### src/rtl/rwdm_pkg.sv
// Package for the radar word deframer: field positions, job record and back-end states.
// Depends on nothing; every other file of the block imports it.
`timescale 1ns / 1ps

package rwdm_pkg;

  localparam int unsigned BYTE_W      = 8;
  localparam int unsigned WORD_W      = 64;
  localparam int unsigned WORD_BYTES  = 8;
  localparam int unsigned COUNT_W     = 4;

  localparam logic [7:0] WORD_HEADER  = 8'h80;
  localparam logic [3:0] TAIL_MASK    = 4'hF;

  localparam int unsigned SAMPLE_LSB  = 4;
  localparam int unsigned SAMPLE_W    = 25;
  localparam int unsigned BIN_LSB     = 29;
  localparam int unsigned BIN_W       = 10;
  localparam int unsigned CHANNEL_LSB = 39;

  localparam int unsigned MAG_W       = 25;
  // Each square is at most 2**48 and their sum at most 2**49, which fits in SUM_W bits.
  localparam int unsigned SUM_W       = 2 * SAMPLE_W;
  localparam int unsigned ROOT_STEPS  = SUM_W / 2;

  localparam int unsigned IN_TDATA_W  = 8;
  localparam int unsigned OUT_TDATA_W = 40;

  // One magnitude to compute: the bin and the two absolute sample values.
  typedef struct packed {
    logic [BIN_W-1:0]    bin;
    logic [SAMPLE_W-1:0] a_abs;
    logic [SAMPLE_W-1:0] b_abs;
  } job_t;

  typedef enum logic [2:0] {
    BK_IDLE,
    BK_SQA,
    BK_SQB,
    BK_ADD,
    BK_ROOT,
    BK_DONE
  } back_state_t;

endpackage

### src/rtl/rwdm_front.sv
// Front end: assembles bytes into words, keeps sync and the repeat check, pairs samples.
// Depends on rwdm_pkg; pushes one job_t into the queue for each completed pair.
`timescale 1ns / 1ps

module rwdm_front (
  input  logic                   clk,
  input  logic                   rst,
  input  logic                   byte_valid,
  output logic                   byte_ready,
  input  logic [7:0]             byte_data,
  input  logic                   queue_full,
  output logic                   push,
  output rwdm_pkg::job_t         push_job
);
  import rwdm_pkg::*;

  logic [WORD_W-1:0]   window;
  logic [COUNT_W-1:0]  count;
  logic                in_sync;
  logic                awaiting;
  logic [WORD_W-1:0]   prev_word;
  logic [SAMPLE_W-1:0] prev_sample;
  logic [BIN_W-1:0]    prev_bin;
  logic                prev_channel;

  logic [WORD_W-1:0]   window_next;
  logic [COUNT_W-1:0]  count_inc;
  logic                take;
  logic                word_ok;
  logic                repeat_hit;
  logic [SAMPLE_W-1:0] sample;
  logic [BIN_W-1:0]    bin;
  logic                channel;
  logic                pair;
  logic                accept;

  assign byte_ready  = !queue_full;
  assign accept      = byte_valid && byte_ready;
  assign window_next = {window[WORD_W-BYTE_W-1:0], byte_data};
  assign count_inc   = (count < COUNT_W'(WORD_BYTES)) ? count + 1'b1 : count;

  assign word_ok = (window_next[WORD_W-1 -: 8] == WORD_HEADER) &&
                   ((window_next[3:0] & TAIL_MASK) == 4'h0);
  // While hunting, a full window is a word only if it opens with the header
  // and closes with a zero byte.
  assign take = (count_inc == COUNT_W'(WORD_BYTES)) &&
                (in_sync || ((window_next[WORD_W-1 -: 8] == WORD_HEADER) &&
                             (window_next[7:0] == 8'h00)));

  assign sample     = window_next[SAMPLE_LSB +: SAMPLE_W];
  assign bin        = window_next[BIN_LSB +: BIN_W];
  assign channel    = window_next[CHANNEL_LSB];
  assign repeat_hit = word_ok && awaiting && (window_next == prev_word);
  assign pair       = repeat_hit && (bin == prev_bin) && (channel != prev_channel);

  assign push           = accept && take && pair;
  assign push_job.bin   = bin;
  assign push_job.a_abs = sample[SAMPLE_W-1] ? (~sample + 1'b1) : sample;
  assign push_job.b_abs = prev_sample[SAMPLE_W-1] ? (~prev_sample + 1'b1) : prev_sample;

  always_ff @(posedge clk) begin
    if (rst) begin
      window       <= '0;
      count        <= '0;
      in_sync      <= 1'b0;
      awaiting     <= 1'b0;
      prev_word    <= '0;
      prev_sample  <= '0;
      prev_bin     <= '0;
      prev_channel <= 1'b0;
    end else if (accept) begin
      window <= window_next;
      count  <= take ? '0 : count_inc;
      if (take) begin
        in_sync <= word_ok;
        if (!word_ok) begin
          awaiting <= 1'b0;
        end else begin
          prev_word <= window_next;
          if (!awaiting) begin
            awaiting <= 1'b1;
          end else if (repeat_hit) begin
            awaiting     <= 1'b0;
            prev_sample  <= sample;
            prev_bin     <= bin;
            prev_channel <= channel;
          end
        end
      end
    end
  end

endmodule

### src/rtl/rwdm_queue.sv
// Two-entry job queue between the front end and the magnitude unit.
// Depends on rwdm_pkg for job_t.
`timescale 1ns / 1ps

module rwdm_queue (
  input  logic           clk,
  input  logic           rst,
  input  logic           push,
  input  rwdm_pkg::job_t push_job,
  output logic           full,
  input  logic           pop,
  output logic           valid,
  output rwdm_pkg::job_t pop_job
);
  import rwdm_pkg::*;

  job_t       entries [2];
  logic       wr_ptr;
  logic       rd_ptr;
  logic [1:0] fill;

  assign full    = (fill == 2'd2);
  assign valid   = (fill != 2'd0);
  assign pop_job = entries[rd_ptr];

  always_ff @(posedge clk) begin
    if (push) begin
      entries[wr_ptr] <= push_job;
    end
  end

  always_ff @(posedge clk) begin
    if (rst) begin
      wr_ptr <= 1'b0;
      rd_ptr <= 1'b0;
      fill   <= 2'd0;
    end else begin
      if (push) begin
        wr_ptr <= !wr_ptr;
      end
      if (pop) begin
        rd_ptr <= !rd_ptr;
      end
      if (push && !pop) begin
        fill <= fill + 2'd1;
      end else if (pop && !push) begin
        fill <= fill - 2'd1;
      end
    end
  end

endmodule

### src/rtl/rwdm_back.sv
// Back end: squares both samples, adds them and takes the floor square root two bits a step.
// Depends on rwdm_pkg; holds the result in an output register until it is taken.
`timescale 1ns / 1ps

module rwdm_back (
  input  logic                        clk,
  input  logic                        rst,
  input  logic                        job_valid,
  input  rwdm_pkg::job_t              job,
  output logic                        pop,
  output logic                        res_valid,
  input  logic                        res_ready,
  output logic [rwdm_pkg::BIN_W-1:0]  res_bin,
  output logic [rwdm_pkg::MAG_W-1:0]  res_mag
);
  import rwdm_pkg::*;

  back_state_t state;
  back_state_t state_next;

  job_t             cur;
  logic [SUM_W-1:0] acc;
  logic [SUM_W-1:0] prod;
  logic [SUM_W-1:0] rem;
  logic [SUM_W-1:0] root;
  logic [SUM_W-1:0] bitmask;
  logic [SUM_W-1:0] trial;
  logic             load;

  assign trial = root + bitmask;

  always_comb begin
    state_next = state;
    case (state)
      BK_IDLE: if (job_valid) state_next = BK_SQA;
      BK_SQA:  state_next = BK_SQB;
      BK_SQB:  state_next = BK_ADD;
      BK_ADD:  state_next = BK_ROOT;
      BK_ROOT: if (bitmask[0]) state_next = BK_DONE;
      BK_DONE: if (!res_valid || res_ready) state_next = BK_IDLE;
      default: state_next = BK_IDLE;
    endcase
  end

  always_comb begin
    pop  = 1'b0;
    load = 1'b0;
    case (state)
      BK_IDLE: pop  = job_valid;
      BK_DONE: load = !res_valid || res_ready;
      default: begin
        pop  = 1'b0;
        load = 1'b0;
      end
    endcase
  end

  always_ff @(posedge clk) begin
    if (rst) begin
      state     <= BK_IDLE;
      res_valid <= 1'b0;
    end else begin
      state <= state_next;
      if (load) begin
        res_valid <= 1'b1;
      end else if (res_ready) begin
        res_valid <= 1'b0;
      end
    end
  end

  always_ff @(posedge clk) begin
    case (state)
      BK_IDLE: if (pop) cur <= job;
      BK_SQA:  acc  <= {{SAMPLE_W{1'b0}}, cur.a_abs} * {{SAMPLE_W{1'b0}}, cur.a_abs};
      BK_SQB:  prod <= {{SAMPLE_W{1'b0}}, cur.b_abs} * {{SAMPLE_W{1'b0}}, cur.b_abs};
      BK_ADD: begin
        rem     <= acc + prod;
        root    <= '0;
        bitmask <= {2'b01, {(SUM_W-2){1'b0}}};
      end
      BK_ROOT: begin
        if (rem >= trial) begin
          rem  <= rem - trial;
          root <= (root >> 1) + bitmask;
        end else begin
          root <= root >> 1;
        end
        bitmask <= bitmask >> 2;
      end
      BK_DONE: if (load) begin
        res_bin <= cur.bin;
        res_mag <= root[MAG_W-1:0];
      end
      default: ;
    endcase
  end

endmodule

### src/rtl/radar_word_deframer_magnitude.sv
// Top level of the radar word deframer: byte stream in, bin and magnitude out.
// Depends on rwdm_pkg, rwdm_front, rwdm_queue and rwdm_back.
`timescale 1ns / 1ps

// Channel   Dir  Item                         tdata fields (low bit first)
// s_axis    in   one raw byte from the link   [7:0] stream_byte
// m_axis    out  one bin and its magnitude    [9:0] bin_index, [34:10] magnitude
//
// The front end takes one byte per cycle while the job queue is not full; it
// assembles 8-byte words, keeps word sync and the repeat check, and queues a
// job for every completed pair. The magnitude unit takes a job from the queue,
// forms the two squares and their sum, runs the two-bits-per-step square root
// and loads the output; it takes no new job until that result is loaded.
// s_tready falls only when the two-entry job queue is full, and the unit
// waits with a finished result while the output register is still held.
// Reset (rst, synchronous) returns to hunting with all history cleared.
module radar_word_deframer_magnitude (
  input  logic        clk,
  input  logic        rst,
  input  logic        s_tvalid,
  output logic        s_tready,
  input  logic [7:0]  s_tdata,   // [7:0] stream_byte
  output logic        m_tvalid,
  input  logic        m_tready,
  output logic [39:0] m_tdata    // [9:0] bin_index, [34:10] magnitude, [39:35] zero
);
  import rwdm_pkg::*;

  job_t             push_job;
  job_t             pop_job;
  logic             push;
  logic             pop;
  logic             queue_full;
  logic             queue_valid;
  logic [BIN_W-1:0] res_bin;
  logic [MAG_W-1:0] res_mag;

  rwdm_front u_front (
    .clk        (clk),
    .rst        (rst),
    .byte_valid (s_tvalid),
    .byte_ready (s_tready),
    .byte_data  (s_tdata),
    .queue_full (queue_full),
    .push       (push),
    .push_job   (push_job)
  );

  rwdm_queue u_queue (
    .clk      (clk),
    .rst      (rst),
    .push     (push),
    .push_job (push_job),
    .full     (queue_full),
    .pop      (pop),
    .valid    (queue_valid),
    .pop_job  (pop_job)
  );

  rwdm_back u_back (
    .clk       (clk),
    .rst       (rst),
    .job_valid (queue_valid),
    .job       (pop_job),
    .pop       (pop),
    .res_valid (m_tvalid),
    .res_ready (m_tready),
    .res_bin   (res_bin),
    .res_mag   (res_mag)
  );

  // Bin in the low bits, magnitude above it, zero fill to whole bytes.
  assign m_tdata = {{(OUT_TDATA_W-BIN_W-MAG_W){1'b0}}, res_mag, res_bin};

endmodule
### config.mk
export PLATFORM = sky130hd
export DESIGN_NAME = radar_word_deframer_magnitude
export DESIGN_NICKNAME = d
export VERILOG_FILES = /design/src/rtl/rwdm_pkg.sv /design/src/rtl/rwdm_front.sv /design/src/rtl/rwdm_queue.sv /design/src/rtl/rwdm_back.sv /design/src/rtl/radar_word_deframer_magnitude.sv
export SDC_FILE = /design/constraint.sdc
export NUM_CORES = 2
export LEC_CHECK = 0
export BUFFER_PORTS_ARGS = -buffer_cell sky130_fd_sc_hd__buf_2
export CAP_MARGIN = 20
export CORE_MARGIN = 3
export CORE_UTILIZATION = 65
export DETAILED_ROUTE_END_ITERATION = 8
export PLACE_DENSITY = 0.87
export SLEW_MARGIN = 20
export SYNTH_ARGS = -nofsm -noshare
export SYNTH_HDL_FRONTEND = slang
export SYNTH_SLANG_ARGS = --single-unit
### constraint.sdc
create_clock -name clk -period 8.2 [get_ports clk]
set_clock_uncertainty 0.1 [all_clocks]
set_input_delay 1.23 -clock clk [delete_from_list [all_inputs] [get_ports clk]]
set_output_delay 1.23 -clock clk [all_outputs]
set_load 0.01 [all_outputs]
==> results.md <==
| Metric | This run | Unit |
|---|---|---|
| Result of the run | finished clean | - |
| Library cell used as clock root buffer | clkbuf_16 | - |
| Sequential element share of the synthesized area | 24.5 | % |
| Total global-route track usage | 32.2 | % |
| Final antenna-violating net count | 0 | - |
| Most used flip-flop cell after synthesis | edfxtp_1 | - |
| Sequential standard cell area | 16600 | um^2 |
| Reg-to-Reg End | u_back.prod[43]$_DFFE_PP_ | - |
| Die span in x | 328 | um |
| Overall die height | 328 | um |
| Wire length of the first global-routing pass | 274000 | um |
| Clock latency on the worst-skew pair | 0.67 | ns |
| Post-Syn Area | 67500 | um^2 |
| CP max stage cell | edfxtp_1 | - |
| Launching element type of the critical path | register | - |
| Crit-path max cell delay | 0.60 | ns |
| Slew at the pin closest to its max-slew limit | 1.18 | ns |
| Synth Register Bits | 608 | - |
| Highest Clock Rate | 125 | MHz |
| Most used cells in the layout excluding fill and tap cells | 1410 x inv_1, 934 x fa_1, 661 x nand2_1 | - |
| Met2 Usage GRT | 53.7 | % |
| Final period util | 97.2 | % |
| Overall routed net length | 170000 | um |
| Number of endpoints failing setup at the final stage | 0 | - |
| Final count of pins violating max slew | 0 | - |
| Stages on worst setup path | 26 | - |
| Cell Rows | 117 | - |
| Register-to-register setup slack | 0.23 | ns |
| Count of flip-flops with a built-in enable after synthesis | 438 | - |
| Post-detailed-route DRC marker count | 0 | - |
| Filler cell count in the final layout | 7114 | - |
| Syn Area/Cell | 9.70 | um^2 |
| Startpoint of the worst register-to-register path | u_back.cur[11]$_DFFE_PP_ | - |
| Initial antenna violation count | 0 | - |
| Initial core utilization | 65.9 | % |
| Kind of path behind the tightest hold check | reg2reg | - |
| Final standard cell count with taps included and fillers excluded | 8340 | - |
| Headroom to the max-slew limit | 20.2 | % |
| Ratio of routed vias to standard cells | 5.95 | - |
| Worst endpoint required time | 8.49 | ns |
| Critical path peak fanout | 10 | - |
| Synthesis-to-finish area growth | 6.10 | % |
| Leading cell type in the layout, fill and taps excluded | inv_1 | - |
| Cts hold-fix bufs | 0 | - |
| Minimum clock period after layout | 7.97 | ns |
| Critical path class | reg2reg | - |
| Number of clock sinks seen by CTS | 608 | - |
| Largest net degree at the start of global routing | 110 | - |
| Detail-routed net length per standard cell | 20.4 | um |
| Number of DRC markers after the initial detailed-route iteration | 4768 | - |
| CTS H-Tree Depth | 3 | - |
| Number of I/O pins | 54 | - |
| Worst min-delay path startpoint | u_back.cur[57]$_DFFE_PP_ | - |
| Core footprint | 102000 | um^2 |
| Grt total ovfl | 0 | - |
| PortBufs | 48 | - |
| Layer carrying the most global-route usage | met2 | - |
| Global-route met1 utilization | 41.0 | % |
| Type of element capturing the critical path | register | - |
| Number of violations of the max-capacitance limit | 0 | - |
| Worst path buffer plus inverter count | 7 | - |
| Clock-pin transition on the worst setup and hold timing paths | 0.06 | ns |
| Async S/R FF share, synth | 0 | % |
| Critical path data arrival time | 8.26 | ns |
| Start point of the critical path | u_back.cur[11]$_DFFE_PP_ | - |
| R2r worst-path depth | 26 | - |
| Fraction of layout cells with a size suffix above 1 | 5.52 | % |
| Routability Congestion | 0.995 | - |
| Capture point of the worst path | u_back.prod[43]$_DFFE_PP_ | - |
| Number of unique standard cell types used by synthesis | 89 | - |
| Met3 GRT Util | 5.09 | % |
| Top Family by Delay on Critical Path | adder cells | - |
| Area of the die | 108000 | um^2 |
| Number of buffers on the longest clock path | 3 | - |
| Post-detailed-placement half-perimeter wirelength | 133000 | um |
| Setup TNS | 0 | ns |
| Vias post-DR | 49600 | - |
| Number of nets in the layout | 8389 | - |
| Number of iterations in the first detailed-routing pass | 7 | - |
| Via count of the first global-routing pass | 52500 | - |
| Warnings from Yosys | 0 | - |
| TritonCTS clock tree | built | - |
| Final hold viol count | 0 | - |
| Multi-input gate area in the final layout | 44500 | um^2 |
| Clock buffer count from CTS | 66 | - |
| Placed cell count | 8193 | - |
| Number of standard cells after synthesis | 6957 | - |
==> sequential cells by signal, indices dropped and copies added, names as in the netlist <==
register,cells
u_front.count,4
u_back.bitmask,25
u_back.cur,60
u_front.prev_channel,1
u_front.awaiting,1
u_queue.fill,2
u_back.res_mag,25
u_back.res_valid,1
u_queue.entries,120
u_queue.rd_ptr,1
u_back.acc,49
u_front.prev_word,64
u_back.rem,50
u_front.prev_bin,10
u_front.window,56
u_front.prev_sample,25
u_front.in_sync,1
u_back.prod,49
u_back.res_bin,10
u_back.state,3
u_queue.wr_ptr,1
u_back.root,50
==> how the worst min path moves through the flow <==
stage / end / slack [ns] / cells after the start
after floorplan: u_back.res_bin[0]$_DFFE_PP_ / 0.30 / 0
final: u_back.res_bin[7]$_DFFE_PP_ / 0.32 / 0
after CTS: u_back.res_bin[7]$_DFFE_PP_ / 0.33 / 0
after global routing: u_back.res_bin[4]$_DFFE_PP_ / 0.33 / 0
after detailed placement: u_back.res_bin[0]$_DFFE_PP_ / 0.31 / 0
after global placement: u_back.res_bin[4]$_DFFE_PP_ / 0.30 / 0
==> layer usage <==
metal	part of all wire, %	vias to the layer above
met4	5.7	0
met2	48	2368
met5	0	-
met3	7.5	589
li1	-	22200
met1	38	24500
==> synth_stat cells, drive strengths merged (58+ instances only) <==
library cell     n  share of area (%)
nand2          664                3.7
nor2           348                2.0
edfxtp         438                 19
inv           1411                7.8
dfxtp          170                5.0
mux2            63                1.1
nand3           58               0.43
fa             934                 28
a21oi          325                2.4
a21o           106                1.2
o21ai          183                1.4
xor2           167                2.2
and2           287                2.7
mux2i           96                1.4
ha             522                9.7
clkbuf         234                1.3
xnor2          231                3.0
==> cell families (layout without fill, tap and decap cells) <==
kind of cell,after synthesis,after routing,share of synthesized area [%]
flops,608,608,24.5
fa+ha+maj,1456,1456,37.4
simple gates,1678,1678,11.8
buf+inv,1696,1706,9.67
compound gates,961,961,9.01
xor+xnor,398,398,5.16
other cells,1,6,0.00555
mux,159,159,2.47
==> stage by stage <==
stage	utilization, %	instance area, um^2	hold WS (ns)	setup WS, ns
final	69.9	71600	0.323	0.227
after global routing	69.9	71600	0.335	-0.0265
after CTS	69.6	71300	0.326	0.0622
after detailed placement	67.4	69100	0.308	0.0975
after global placement	67.4	69100	0.302	0.315
after floorplan	-	67500	0.300	0.725
==> what timing repair did <==
item / 4_1_cts / 5_1_grt
buffers inserted: 0 / 28
setup endpoints to repair: 0 / 17
gates resized for setup: 0 / 3
==> cell type report <==
type | count | share of cell area [%]
Antenna cell | 1 | 0.00349
Clock buffer | 82 | 2.50
Clock inverter | 36 | 0.617
Inverter | 1412 | 7.41
Multi-Input combinational cell | 4657 | 62.1
Sequential cell | 608 | 23.1
Tap cell | 1368 | 2.39
Timing Repair Buffer | 176 | 1.82
Power is not shown: default switching activity piles up to over one toggle a cycle in this logic, so the estimate is an artifact.
